--- src/hw/rtl/assert_macros.svh ---
// Assertion macros shared by the RTL files of the run motif extractor.
`ifndef ASSERT_MACROS_SVH
`define ASSERT_MACROS_SVH

`ifndef ASSERT_OFF
// Check prop on every rising clk edge, skipped while rst is high.
`define NRME_ASSERT(label, prop) \
  label: assert property (@(posedge clk) disable iff (rst) (prop)) \
    else $error("assertion failed: %m");
// Check that cond at one edge implies effect at the next edge.
`define NRME_ASSERT_NEXT(label, cond, effect) \
  label: assert property (@(posedge clk) disable iff (rst) (cond) |=> (effect)) \
    else $error("assertion failed: %m");
`else
`define NRME_ASSERT(label, prop)
`define NRME_ASSERT_NEXT(label, cond, effect)
`endif

`endif

--- src/hw/rtl/nrme_pkg.sv ---
// Shared widths, register indexes and item types of the run motif extractor.
package nrme_pkg;

  localparam int SAMPLE_W    = 16;
  localparam int WEIGHT_W    = 16;
  localparam int PROD_W      = SAMPLE_W + WEIGHT_W + 1;
  localparam int POS_W       = 16;
  localparam int LEN_W       = 17;
  localparam int IDX_W       = 17;
  localparam int PEAK_W      = 17;
  localparam int SCORE_W     = 48;
  localparam int MINLEN_W    = 16;
  localparam int MINSCORE_W  = 47;
  localparam int CFG_IDX_W   = 2;
  localparam int CFG_DATA_W  = 47;
  localparam int FIFO_DEPTH  = 4;
  localparam int FIFO_PTR_W  = 2;
  localparam int FIFO_CNT_W  = 3;
  localparam int MOTIF_W     = IDX_W + 2 * POS_W + PEAK_W + SCORE_W;
  localparam int OUT_DATA_W  = ((MOTIF_W + 7) / 8) * 8;

  localparam logic [WEIGHT_W-1:0]   WEIGHT_RESET   = WEIGHT_W'(256);
  localparam logic [MINLEN_W-1:0]   MINLEN_RESET   = MINLEN_W'(3);
  localparam logic [MINSCORE_W-1:0] MINSCORE_RESET = MINSCORE_W'(655);

  typedef enum logic [CFG_IDX_W-1:0] {
    REG_SCORE_WEIGHT = 2'd0,
    REG_MIN_LENGTH   = 2'd1,
    REG_MIN_SCORE    = 2'd2
  } cfg_reg_t;

  // One classified sample on its way from front to back.
  typedef struct packed {
    logic signed [SAMPLE_W-1:0] sample;
    logic signed [PROD_W-1:0]   product;
    logic [POS_W-1:0]           pos;
    logic                       last;
  } item_t;

  // Packed result; first member is the highest bits.
  typedef struct packed {
    logic signed [SCORE_W-1:0] motif_score;
    logic [PEAK_W-1:0]         peak_pos;
    logic [POS_W-1:0]          end_pos;
    logic [POS_W-1:0]          start_pos;
    logic [IDX_W-1:0]          motif_index;
  } motif_t;

  typedef struct packed {
    logic full;
    logic empty;
    logic push;
    logic pop;
  } fifo_stat_t;

endpackage

--- src/hw/rtl/nrme_front.sv ---
// Front stage: takes samples, tracks position and forms the weighted product.
module nrme_front (
  input  logic                              clk,
  input  logic                              rst,
  input  logic                              in_valid,
  output logic                              in_ready,
  input  logic [nrme_pkg::SAMPLE_W-1:0]     sample,
  input  logic                              last_sample,
  input  logic [nrme_pkg::WEIGHT_W-1:0]     score_weight,
  output logic                              out_valid,
  input  logic                              out_ready,
  output nrme_pkg::item_t                   out_item
);

  logic [nrme_pkg::POS_W-1:0]         position;
  logic                               stage_valid;
  nrme_pkg::item_t                    stage;
  logic                               accept;
  logic signed [nrme_pkg::PROD_W-1:0] mul_a;
  logic signed [nrme_pkg::PROD_W-1:0] mul_b;

  assign in_ready = !stage_valid || out_ready;
  assign accept   = in_valid && in_ready;

  assign mul_a = {{(nrme_pkg::PROD_W - nrme_pkg::SAMPLE_W){sample[nrme_pkg::SAMPLE_W-1]}},
                  sample};
  assign mul_b = {{(nrme_pkg::PROD_W - nrme_pkg::WEIGHT_W){1'b0}}, score_weight};

  always_ff @(posedge clk) begin
    if (rst) begin
      position    <= '0;
      stage_valid <= 1'b0;
    end else begin
      if (accept) begin
        stage_valid <= 1'b1;
        position    <= last_sample ? '0 : position + 1'b1;
      end else if (out_ready) begin
        stage_valid <= 1'b0;
      end
    end
  end

  always_ff @(posedge clk) begin
    if (accept) begin
      stage.sample  <= sample;
      stage.product <= mul_a * mul_b;
      stage.pos     <= position;
      stage.last    <= last_sample;
    end
  end

  assign out_valid = stage_valid;
  assign out_item  = stage;

endmodule

--- src/hw/rtl/nrme_fifo.sv ---
// Short queue between front and back stages.
module nrme_fifo (
  input  logic                 clk,
  input  logic                 rst,
  input  logic                 in_valid,
  output logic                 in_ready,
  input  nrme_pkg::item_t      in_item,
  output logic                 out_valid,
  input  logic                 out_ready,
  output nrme_pkg::item_t      out_item,
  output nrme_pkg::fifo_stat_t stat
);

  nrme_pkg::item_t                  entries [nrme_pkg::FIFO_DEPTH];
  logic [nrme_pkg::FIFO_PTR_W-1:0]  wr_ptr;
  logic [nrme_pkg::FIFO_PTR_W-1:0]  rd_ptr;
  logic [nrme_pkg::FIFO_CNT_W-1:0]  count;
  logic                             full;
  logic                             empty;
  logic                             push;
  logic                             pop;

  assign full      = count == nrme_pkg::FIFO_CNT_W'(nrme_pkg::FIFO_DEPTH);
  assign empty     = count == '0;
  assign in_ready  = !full;
  assign out_valid = !empty;
  assign push      = in_valid && !full;
  assign pop       = out_ready && !empty;
  assign out_item  = entries[rd_ptr];

  always_ff @(posedge clk) begin
    if (rst) begin
      wr_ptr <= '0;
      rd_ptr <= '0;
      count  <= '0;
    end else begin
      if (push) wr_ptr <= wr_ptr + 1'b1;
      if (pop)  rd_ptr <= rd_ptr + 1'b1;
      if (push && !pop) count <= count + 1'b1;
      else if (pop && !push) count <= count - 1'b1;
    end
  end

  always_ff @(posedge clk) begin
    if (push) entries[wr_ptr] <= in_item;
  end

  assign stat.full  = full;
  assign stat.empty = empty;
  assign stat.push  = push;
  assign stat.pop   = pop;

endmodule

--- src/hw/rtl/nrme_back.sv ---
// Back stage: run tracking, saturating score, acceptance test and result register.
module nrme_back (
  input  logic                            clk,
  input  logic                            rst,
  input  logic                            in_valid,
  output logic                            in_ready,
  input  nrme_pkg::item_t                 in_item,
  input  logic [nrme_pkg::MINLEN_W-1:0]   min_length,
  input  logic [nrme_pkg::MINSCORE_W-1:0] min_score,
  output logic                            out_valid,
  input  logic                            out_ready,
  output nrme_pkg::motif_t                out_motif
);

  localparam logic signed [nrme_pkg::SCORE_W-1:0] SCORE_MAX =
    {1'b0, {(nrme_pkg::SCORE_W-1){1'b1}}};
  localparam logic signed [nrme_pkg::SCORE_W-1:0] SCORE_MIN =
    {1'b1, {(nrme_pkg::SCORE_W-1){1'b0}}};

  logic                                 in_run;
  logic [nrme_pkg::POS_W-1:0]           run_start;
  logic [nrme_pkg::LEN_W-1:0]           run_length;
  logic signed [nrme_pkg::SCORE_W-1:0]  score_sum;
  logic signed [nrme_pkg::SAMPLE_W-1:0] peak_value;
  logic [nrme_pkg::PEAK_W-1:0]          peak_position;
  logic [nrme_pkg::IDX_W-1:0]           motif_count;
  logic                                 res_valid;
  nrme_pkg::motif_t                     res;

  logic                                 in_run_next;
  logic [nrme_pkg::POS_W-1:0]           run_start_next;
  logic [nrme_pkg::LEN_W-1:0]           run_length_next;
  logic signed [nrme_pkg::SCORE_W-1:0]  score_sum_next;
  logic signed [nrme_pkg::SAMPLE_W-1:0] peak_value_next;
  logic [nrme_pkg::PEAK_W-1:0]          peak_position_next;
  logic [nrme_pkg::IDX_W-1:0]           motif_count_next;
  logic                                 res_valid_next;
  nrme_pkg::motif_t                     res_next;

  logic                                 take;
  logic                                 nonzero;
  logic                                 starting;
  logic signed [nrme_pkg::SCORE_W-1:0]  base_sum;
  logic signed [nrme_pkg::SAMPLE_W-1:0] base_peak;
  logic [nrme_pkg::LEN_W-1:0]           base_len;
  logic signed [nrme_pkg::SCORE_W:0]    sum_wide;
  logic signed [nrme_pkg::SCORE_W-1:0]  sum_sat;
  logic                                 finish;
  logic [nrme_pkg::LEN_W-1:0]           fin_len;
  logic signed [nrme_pkg::SCORE_W-1:0]  fin_sum;
  logic [nrme_pkg::POS_W-1:0]           fin_end;
  logic                                 emit;

  assign in_ready = !res_valid || out_ready;
  assign take     = in_valid && in_ready;
  assign nonzero  = in_item.sample != '0;
  assign starting = !in_run;

  assign base_sum  = starting ? '0 : score_sum;
  assign base_peak = starting ? '0 : peak_value;
  assign base_len  = starting ? '0 : run_length;

  assign sum_wide = {base_sum[nrme_pkg::SCORE_W-1], base_sum}
                  + {{(nrme_pkg::SCORE_W + 1 - nrme_pkg::PROD_W)
                      {in_item.product[nrme_pkg::PROD_W-1]}}, in_item.product};

  always_comb begin
    if (sum_wide[nrme_pkg::SCORE_W] != sum_wide[nrme_pkg::SCORE_W-1]) begin
      sum_sat = sum_wide[nrme_pkg::SCORE_W] ? SCORE_MIN : SCORE_MAX;
    end else begin
      sum_sat = sum_wide[nrme_pkg::SCORE_W-1:0];
    end
  end

  always_comb begin
    in_run_next        = in_run;
    run_start_next     = run_start;
    run_length_next    = run_length;
    score_sum_next     = score_sum;
    peak_value_next    = peak_value;
    peak_position_next = peak_position;
    motif_count_next   = motif_count;
    finish             = 1'b0;
    fin_len            = run_length;
    fin_sum            = score_sum;
    fin_end            = in_item.pos - 1'b1;

    if (nonzero) begin
      in_run_next     = 1'b1;
      score_sum_next  = sum_sat;
      run_length_next = (&base_len) ? base_len : base_len + 1'b1;
      if (starting) begin
        run_start_next     = in_item.pos;
        peak_value_next    = '0;
        peak_position_next = {1'b0, in_item.pos};
      end
      if (in_item.sample > base_peak) begin
        peak_value_next    = in_item.sample;
        peak_position_next = {1'b0, in_item.pos} + 1'b1;
      end
      fin_len = run_length_next;
      fin_sum = score_sum_next;
      fin_end = in_item.pos;
      finish  = in_item.last;
    end else begin
      finish = in_run;
    end

    emit = finish
        && (fin_len > {1'b0, min_length})
        && (fin_sum > $signed({1'b0, min_score}));

    res_next.motif_index = motif_count;
    res_next.start_pos   = run_start_next;
    res_next.end_pos     = fin_end;
    res_next.peak_pos    = peak_position_next;
    res_next.motif_score = fin_sum;

    if (emit) motif_count_next = motif_count + 1'b1;
    if (finish) in_run_next = 1'b0;
    if (in_item.last) begin
      in_run_next      = 1'b0;
      motif_count_next = nrme_pkg::IDX_W'(1);
    end

    if (take) begin
      res_valid_next = emit;
    end else if (out_ready) begin
      res_valid_next = 1'b0;
    end else begin
      res_valid_next = res_valid;
    end
  end

  always_ff @(posedge clk) begin
    if (rst) begin
      in_run        <= 1'b0;
      run_start     <= '0;
      run_length    <= '0;
      score_sum     <= '0;
      peak_value    <= '0;
      peak_position <= '0;
      motif_count   <= nrme_pkg::IDX_W'(1);
      res_valid     <= 1'b0;
    end else begin
      res_valid <= res_valid_next;
      if (take) begin
        in_run        <= in_run_next;
        run_start     <= run_start_next;
        run_length    <= run_length_next;
        score_sum     <= score_sum_next;
        peak_value    <= peak_value_next;
        peak_position <= peak_position_next;
        motif_count   <= motif_count_next;
      end
    end
  end

  always_ff @(posedge clk) begin
    if (take && emit) res <= res_next;
  end

  assign out_valid = res_valid;
  assign out_motif = res;

endmodule

--- src/hw/rtl/nonzero_run_motif_extractor.sv ---
// Top level of the non-zero run motif extractor: config registers, front, queue, back.
//
// Usage:
//   Samples arrive on the s_ channel, one signed Q8.8 value per beat in s_tdata,
//   with s_tlast high on the final sample of a profile. Each run of non-zero
//   samples that is longer than min_length and scores above min_score yields
//   one beat on the m_ channel: index, start, end, peak position and score.
//   Configuration is written through cfg_wr_en / cfg_index / cfg_data while
//   the block is idle; unused indexes are ignored.
// Timing:
//   One sample per cycle sustained while m_tready stays high. m_tvalid rises once
//   the beat closing its run has passed, in order, the front product register,
//   the queue and the back result register.
//   The front multiply and the back 48-bit saturating add with its compare set
//   the cycle.
// Reset and stall:
//   rst (synchronous) restores default config, clears the queue and run state
//   and sets the motif number to one. When m_tready is low the result register
//   holds, the back stops, the four-entry queue fills, and only then does
//   s_tready fall.
`include "assert_macros.svh"

module nonzero_run_motif_extractor (
  input  logic                              clk,
  input  logic                              rst,
  input  logic                              s_tvalid,
  output logic                              s_tready,
  input  logic [nrme_pkg::SAMPLE_W-1:0]     s_tdata,   // [15:0] sample
  input  logic                              s_tlast,   // last_sample
  output logic                              m_tvalid,
  input  logic                              m_tready,
  // [16:0] motif_index, [32:17] start_pos, [48:33] end_pos,
  // [65:49] peak_pos, [113:66] motif_score, [119:114] zero
  output logic [nrme_pkg::OUT_DATA_W-1:0]   m_tdata,
  input  logic                              cfg_wr_en,
  input  logic [nrme_pkg::CFG_IDX_W-1:0]    cfg_index,
  input  logic [nrme_pkg::CFG_DATA_W-1:0]   cfg_data
);

  logic [nrme_pkg::WEIGHT_W-1:0]   score_weight;
  logic [nrme_pkg::MINLEN_W-1:0]   min_length;
  logic [nrme_pkg::MINSCORE_W-1:0] min_score;

  logic                 front_valid;
  logic                 front_ready;
  nrme_pkg::item_t      front_item;
  logic                 queue_valid;
  logic                 queue_ready;
  nrme_pkg::item_t      queue_item;
  nrme_pkg::fifo_stat_t queue_stat;
  nrme_pkg::motif_t     motif;

  // Config writes: decode index, drop anything outside the register list.
  always_ff @(posedge clk) begin
    if (rst) begin
      score_weight <= nrme_pkg::WEIGHT_RESET;
      min_length   <= nrme_pkg::MINLEN_RESET;
      min_score    <= nrme_pkg::MINSCORE_RESET;
    end else if (cfg_wr_en) begin
      case (cfg_index)
        nrme_pkg::REG_SCORE_WEIGHT: score_weight <= cfg_data[nrme_pkg::WEIGHT_W-1:0];
        nrme_pkg::REG_MIN_LENGTH:   min_length   <= cfg_data[nrme_pkg::MINLEN_W-1:0];
        nrme_pkg::REG_MIN_SCORE:    min_score    <= cfg_data[nrme_pkg::MINSCORE_W-1:0];
        default: ;
      endcase
    end
  end

  // Front: accept beats, stamp position, register sample times weight.
  nrme_front u_front (
    .clk          (clk),
    .rst          (rst),
    .in_valid     (s_tvalid),
    .in_ready     (s_tready),
    .sample       (s_tdata),
    .last_sample  (s_tlast),
    .score_weight (score_weight),
    .out_valid    (front_valid),
    .out_ready    (front_ready),
    .out_item     (front_item)
  );

  // Queue: decouple front from back so each stalls on its own.
  nrme_fifo u_fifo (
    .clk       (clk),
    .rst       (rst),
    .in_valid  (front_valid),
    .in_ready  (front_ready),
    .in_item   (front_item),
    .out_valid (queue_valid),
    .out_ready (queue_ready),
    .out_item  (queue_item),
    .stat      (queue_stat)
  );

  // Back: track runs, accumulate score, test and register results.
  nrme_back u_back (
    .clk        (clk),
    .rst        (rst),
    .in_valid   (queue_valid),
    .in_ready   (queue_ready),
    .in_item    (queue_item),
    .min_length (min_length),
    .min_score  (min_score),
    .out_valid  (m_tvalid),
    .out_ready  (m_tready),
    .out_motif  (motif)
  );

  assign m_tdata = {{(nrme_pkg::OUT_DATA_W - nrme_pkg::MOTIF_W){1'b0}}, motif};

  // Never write into a full queue, never read an empty one.
  `NRME_ASSERT(a_no_push_full, !(queue_stat.push && queue_stat.full))
  `NRME_ASSERT(a_no_pop_empty, !(queue_stat.pop && queue_stat.empty))
  // An accepted beat always lands in the front product register.
  `NRME_ASSERT_NEXT(a_front_loaded, s_tvalid && s_tready, front_valid)

endmodule

--- config.mk ---
export PLATFORM = sky130hd
export DESIGN_NAME = nonzero_run_motif_extractor
export DESIGN_NICKNAME = d
export VERILOG_FILES = /design/src/hw/rtl/nrme_pkg.sv /design/src/hw/rtl/nrme_front.sv /design/src/hw/rtl/nrme_fifo.sv /design/src/hw/rtl/nrme_back.sv /design/src/hw/rtl/nonzero_run_motif_extractor.sv
export VERILOG_INCLUDE_DIRS = /design/src /design/src/hw/rtl
export SDC_FILE = /design/constraint.sdc
export NUM_CORES = 2
export LEC_CHECK = 0
export BUFFER_PORTS_ARGS = -buffer_cell sky130_fd_sc_hd__buf_4
export CORE_ASPECT_RATIO = 0.5
export CORE_MARGIN = 4
export CORE_UTILIZATION = 60
export CTS_BUF_LIST = sky130_fd_sc_hd__clkbuf_4
export DETAILED_ROUTE_END_ITERATION = 16
export PLACE_DENSITY_LB_ADDON = 0.2
export SETUP_SLACK_MARGIN = 0.1
export SLEW_MARGIN = 20
export SYNTH_ARGS = -nofsm -noshare
export SYNTH_HDL_FRONTEND = slang
export SYNTH_SLANG_ARGS = --single-unit
export TNS_END_PERCENT = 10
--- constraint.sdc ---
create_clock -name clk -period 9.7 [get_ports clk]
set_clock_uncertainty 0.1 [all_clocks]
set_input_delay 1.455 -clock clk [delete_from_list [all_inputs] [get_ports clk]]
set_output_delay 1.455 -clock clk [all_outputs]
set_load 0.02 [all_outputs]
Yosys cells after proc, flatten, opt, wreduce, memory -nomap -nowiden:

Memory sizes are Yosys's and may differ from the RTL's. A register that Yosys moved wholly into a read port is not among the register bits.
Cells that the tools add are included.

* register bits after elaboration: 416
* bits in writable memories: 264
* input port bits: 71
* output and inout bits: 122
* logic and storage cells: 107
* memories: 1

* add/subtract/negate cells: 10
* $mul: 1
* magnitude comparators: 3
* eq/ne operators: 5
* muxes and demuxes: 32
* reduce and logical (&&, ||, !) cells: 30

Memory list
* u_fifo.entries: depth 4, bits a word 66, rd ports 1, clocked after Yosys merged registers in 1, write ports 1, RTL line nrme_fifo.sv:14 `nrme_pkg::item_t entries [nrme_pkg::FIFO_DEPTH];`

Operators with widths (count)
* 48-bit two-way mux: 4
* 17-bit two-way mux: 8
* 16-bit two-way mux: 6
* 48-bit by 33-bit adder with 49-bit output: 1
* 48-bit > comparator: 1
* 17-bit by 1-bit adder with 17-bit output (second input constant): 2
* 16-bit by 17-bit multiplier with 33-bit output: 1
* 16-bit by 1-bit adder with 17-bit output (second input constant): 1
* 17-bit by 16-bit > comparator with 1-bit output: 1
* 17-bit AND reduction: 1
* 16-bit by 1-bit adder with 16-bit output (second input constant): 1
* 16-bit > comparator: 1
* 16-bit nonzero test: 1
* 16-bit by 1-bit subtractor with 16-bit output (second input constant): 1
* 2-bit AND reduction: 6
* 1-bit two-way mux: 10
* 1-bit logical AND: 8
* 1-bit zero test: 6
* 3-bit two-way mux: 2
* 2-bit nonzero test: 3
* 2-bit by 1-bit adder with 2-bit output (second input constant): 2
* 2-bit two-way mux: 2
* 3-bit by 1-bit adder with 3-bit output (second input constant): 1
* 3-bit equality test (second input constant): 1
* 9 further kinds: 10

Longest topological paths before layout:

* word-level depth: 9
* gate-level depth with buffers: 33
* gate-level depth less buffers: 26

Cells and area by module:

A second synthesis with hierarchy kept.

* cell total of the unflattened synthesis: 3867
* area total of the unflattened synthesis: 41199.5 um^2

By module, submodules not included
* nrme_back: times used 1, cells an instance 1953, area an instance 16170.5 um^2, sequential area each 6085.8 um^2
* nrme_front: times used 1, cells an instance 1187, area an instance 11613.6 um^2, sequential area each 2322.2 um^2
* nrme_fifo: times used 1, cells an instance 400, area an instance 10018.4 um^2, sequential area each 8107.8 um^2
* nonzero_run_motif_extractor: times used 1, cells an instance 327, area an instance 3397.0 um^2, sequential area each 1581.5 um^2

Worst setup path after synthesis:

OpenSTA, ideal clock, no wires.

* path type: reg2reg
* start point: register (tool-made name)
* end point: register u_back.motif_count[10] (netlist name)
* library setup time: 0.132 ns
* arrival: 8.733 ns
* required time: 9.468 ns
* slack: 0.735 ns
* cell stages (with the launch flop): 30
* path buffers: 5
* clock period less this slack: 8.965 ns
* cells stage by stage: dfxtp_1 buf_4 buf_2 clkbuf_1 buf_1 mux4_2 ha_1 a211oi_1 o211ai_1 a31oi_1 o31a_1 a22o_1 o21ai_0 a41o_1 a221oi_1 xor2_1 nand2_1 a22o_1 ha_1 and4_1 nand4_1 nor3_1 nand3_1 and4b_1 o2111a_1 a211oi_4 buf_2 a21oi_1 o21ai_0 a21oi_1

RTL lines
* end signal: assignment: RTL line nrme_back.sv:143 `motif_count <= nrme_pkg::IDX_W'(1);`
* end signal: assignment: RTL line nrme_back.sv:154 `motif_count <= motif_count_next;`
* end: declaration: RTL line nrme_back.sv:26 `logic [nrme_pkg::IDX_W-1:0] motif_count;`

==> results.md <==
- Initial DRC Count: 2716
- CTS Root Buffer Type: clkbuf_4
- I/O Buffers: 186
- Final Wtd Congestion: 0.948
- CTS tree: done
- DR WL/cell: 20.5 um
- # setup viols final: 0
- Setup crit end kind: flip-flop
- Avg Synthesized Cell Area: 10.6 um2
- Area share of the largest cell type after synthesis: 0.337
- Max-cap violations: 0
- Routed length on met3: 9570 um
- Cts hold-fix bufs: 0
- Placed Area: 0.0417 mm2
- Vias: 29.3k
- Pwr/cell area: 254 mW/mm2
- Final Cell Area: 0.0439 mm2
- Area of the multi-input gates: 0.0196 mm2
- Async S/R FF share, synth: 0
- Worst Hold Path EP: u_front.out_item[11]
- Bufs and invs on worst path: 2
- Slowest cell on the critical path: dfxtp_2
- Core area: 0.0651 mm2
- Max Freq: 116 MHz
- EDFF count, synth: 444
- Setup bufs post-CTS: 0
- Grt ovf: 0
- Fin. max-slew vios: 0
- Most frequent CP cell: a21oi_1
- Yosys warning count: 0
- DR WL met2: 46000 um
- Sequential area share after synthesis: 0.458
- Initial antenna violation count: 2
- Die height: 190 um
- Worst Hold Path Cells: 0
- Worst Path Max Fanout: 34
- Nets: 4479
- Area grow syn2layout: 11.0%
- Clock Tree Buf Depth: 3
- Main flop type after synthesis: edfxtp_1
- Worst R2R Path Depth: 24
- Number of H-tree levels: 4
- Setup CP Type: reg2reg
- Setup_tns: 0 ns
- Least-Margin Pin Slew: 1.14 ns
- R2r setup slk: 1.07 ns
- Reg clk slew, reported paths: 0.08 ns
- First-pass GRT wire length: 160000 um
- Crit path DAT: 9.38 ns
- Final hold vios: 0
- Mapped Cells: 3735
- Die width: 371 um
- Crit path max-delay family: simple AND/OR/NAND/NOR gates
- Hold Crit Class: reg2reg
- Register area: 0.0181 mm2
- # fillers: 4995
- Reg-to-reg endpoint: u_back.motif_count[8]
- Vias per std cell: 5.90
- DRC viols: 0
- Share of post-route cells with drive strength above 1: 0.143
- Yosys reg bits: 682
- Yosys top cell by area: edfxtp_1
- Crit path required time: 10.45 ns
- Largest net degree at the start of global routing: 93
- Pre-CTS setup slack: 1.26 ns
- Leakage: 18.0 nW
- Post-route ant nets: 0
- Worst skew pair latency: 0.94 ns
- TritonRoute pass-1 iters: 7
- Relative slew slack: 0.242
- Io pins: 193
- Post-CTS sizing: 0
- RSZ-0062 raised after global routing: false
- Final worst slack: 1.07 ns
- Worst hold start: u_front.position[10]
- Crit share post-route: 0.890
- CTS buffer count: 157
- Fin crit period: 8.63 ns
- WL met1: 43700 um
- Vias in the first global route: 29.0k
- Top sig layer: met4
- Sink Count: 682
- Die area: 0.0703 mm2
- Synthesized cell area: 0.0395 mm2
- Synth area leaders: edfxtp_1, dfxtp_1, fa_1
- # rows: 66
- Wirelength, routed: 102000 um
- Count of cell types in the netlist: 80
- Critical-path cell list: buf_4 -> mux4_2 -> ha_1 -> a21oi_1 -> o21ai_0 -> a22oi_1 -> o21bai_1 -> a32oi_1 -> nor4bb_1 -> a21oi_1 -> nand2_1 -> buf_4 -> nand2_1 -> a22o_1 -> ha_1 -> and4_1 -> nand4_1 -> nor3_1 -> nand4_1 -> o2111a_1 -> a211oi_4 -> nor2b_1 -> nand3b_1 -> a21oi_1
- Peak VDD IR: 117 uV
- Crit path launch type: flip-flop
- CP max stage delay: 0.94 ns
- Initial Util: 0.608
- Status: complete, no violations
- DP Wirelength: 70800 um
- GRT Util Overall: 0.292
[where the power goes]
group / internal [mW] / total [mW] / switching, mW
Clock: 1.26 / 2.42 / 1.16
Combinational: 1.75 / 4.78 / 3.03
Sequential: 3.65 / 3.94 / 0.293
[per-layer routing]
| layer | up-vias | GRT usage |
|---|---|---|
| met1 | 14300 | 0.417 |
| met5 | - | 0 |
| met4 | 0 | 0.0952 |
| li1 | 13400 | - |
| met3 | 203 | 0.0591 |
| met2 | 1348 | 0.453 |
[worst reg2reg max path, delay by kind of cell, from the launching register on]
family                     cells  cell delay (ns)
AOI/OAI and AO/OA             10             2.45
muxes                          1             0.58
buffers and inverters          2             0.79
and+or+nand+nor                9             2.93
adders and majority gates      2             0.74
DFF                            1             0.94
[cell type report]
| cell class | instances | share of cell area |
|---|---|---|
| Antenna cell | 2 | 0.000114 |
| Clock buffer | 238 | 0.0407 |
| Clock inverter | 52 | 0.00829 |
| Inverter | 336 | 0.0287 |
| Multi-Input combinational cell | 2553 | 0.446 |
| Sequential cell | 682 | 0.412 |
| Tap cell | 884 | 0.0252 |
| Timing Repair Buffer | 223 | 0.0389 |
[cell usage in the layout, fill, tap and decap left out, types with 46 or more instances in the layout]
cell,count
clkbuf_4,238
o21ai_0,120
buf_4,219
nand2_1,560
nor3_1,53
xor2_1,54
ha_1,259
a21oi_1,259
edfxtp_1,444
nand3_1,54
mux4_2,66
fa_1,196
nor2_1,245
and2_1,161
a21o_1,46
xnor2_1,65
inv_1,332
dfxtp_1,235
[synthesized netlist by cell type, types with 38 or more instances]
cell type  instances
nor2_1           248
o21ai_0          120
edfxtp_1         444
inv_1            332
ha_1             259
xor2_1            54
mux4_2            66
clkbuf_1         141
nand3_1           54
and2_1           165
nand4_1           38
xnor2_1           65
dfxtp_1          238
nor3_1            53
a21o_1            46
nand2_1          560
a21oi_1          259
fa_1             196
[cells by family after synthesis]
logic type,after synthesis,synth area share
buffers and inverters,505,0.0491
XOR/XNOR,119,0.0264
adder cells (fa/ha/maj),456,0.181
AO/OA/AOI/OAI,640,0.0988
multiplexers,77,0.0406
flip-flops,682,0.458
AND/OR/NAND/NOR,1255,0.146
other,1,0.0000948
[state kept, by name, summed over array words and instances, names as in the netlist, named ones only]
signal,flops
u_back.in_run,1
u_front.out_item,66
u_front.out_valid,1
u_back.run_start,16
u_fifo.rd_ptr,2
u_back.peak_position,17
u_fifo.entries,264
min_length,16
u_back.run_length,17
u_fifo.count,3
u_fifo.wr_ptr,2
score_weight,16
u_back.peak_value,16
u_back.out_motif,114
min_score,47
u_front.position,16
u_back.score_sum,48
u_back.motif_count,17
u_back.out_valid,1
[through the flow]
stage | total power [mW] | std cells | util | hold WS (ns)
2_1_floorplan | 7.20 | 3740 | - | 0.325
3_3_place_gp | 8.53 | 4677 | 0.641 | 0.334
3_5_place_dp | 8.65 | 4677 | 0.641 | 0.342
4_1_cts | 11.1 | 4967 | 0.674 | 0.344
5_1_grt | 11.9 | 4969 | 0.675 | 0.365
6_report | 11.1 | 4970 | 0.675 | 0.353
[how the worst max path moves through the flow]
stage               startpoint                      to  slack, ns  cells past startpoint
floorplan            flip-flop  u_back.motif_count[10]       0.73                     29
global placement     flip-flop   u_back.motif_count[2]       1.52                     24
detailed placement   flip-flop   u_back.motif_count[8]       1.26                     24
CTS                  flip-flop   u_back.motif_count[8]       1.17                     24
global route         flip-flop   u_back.motif_count[8]       0.44                     24
finish               flip-flop   u_back.motif_count[8]       1.07                     24
Note: power is estimated with default switching activity, not from simulation.
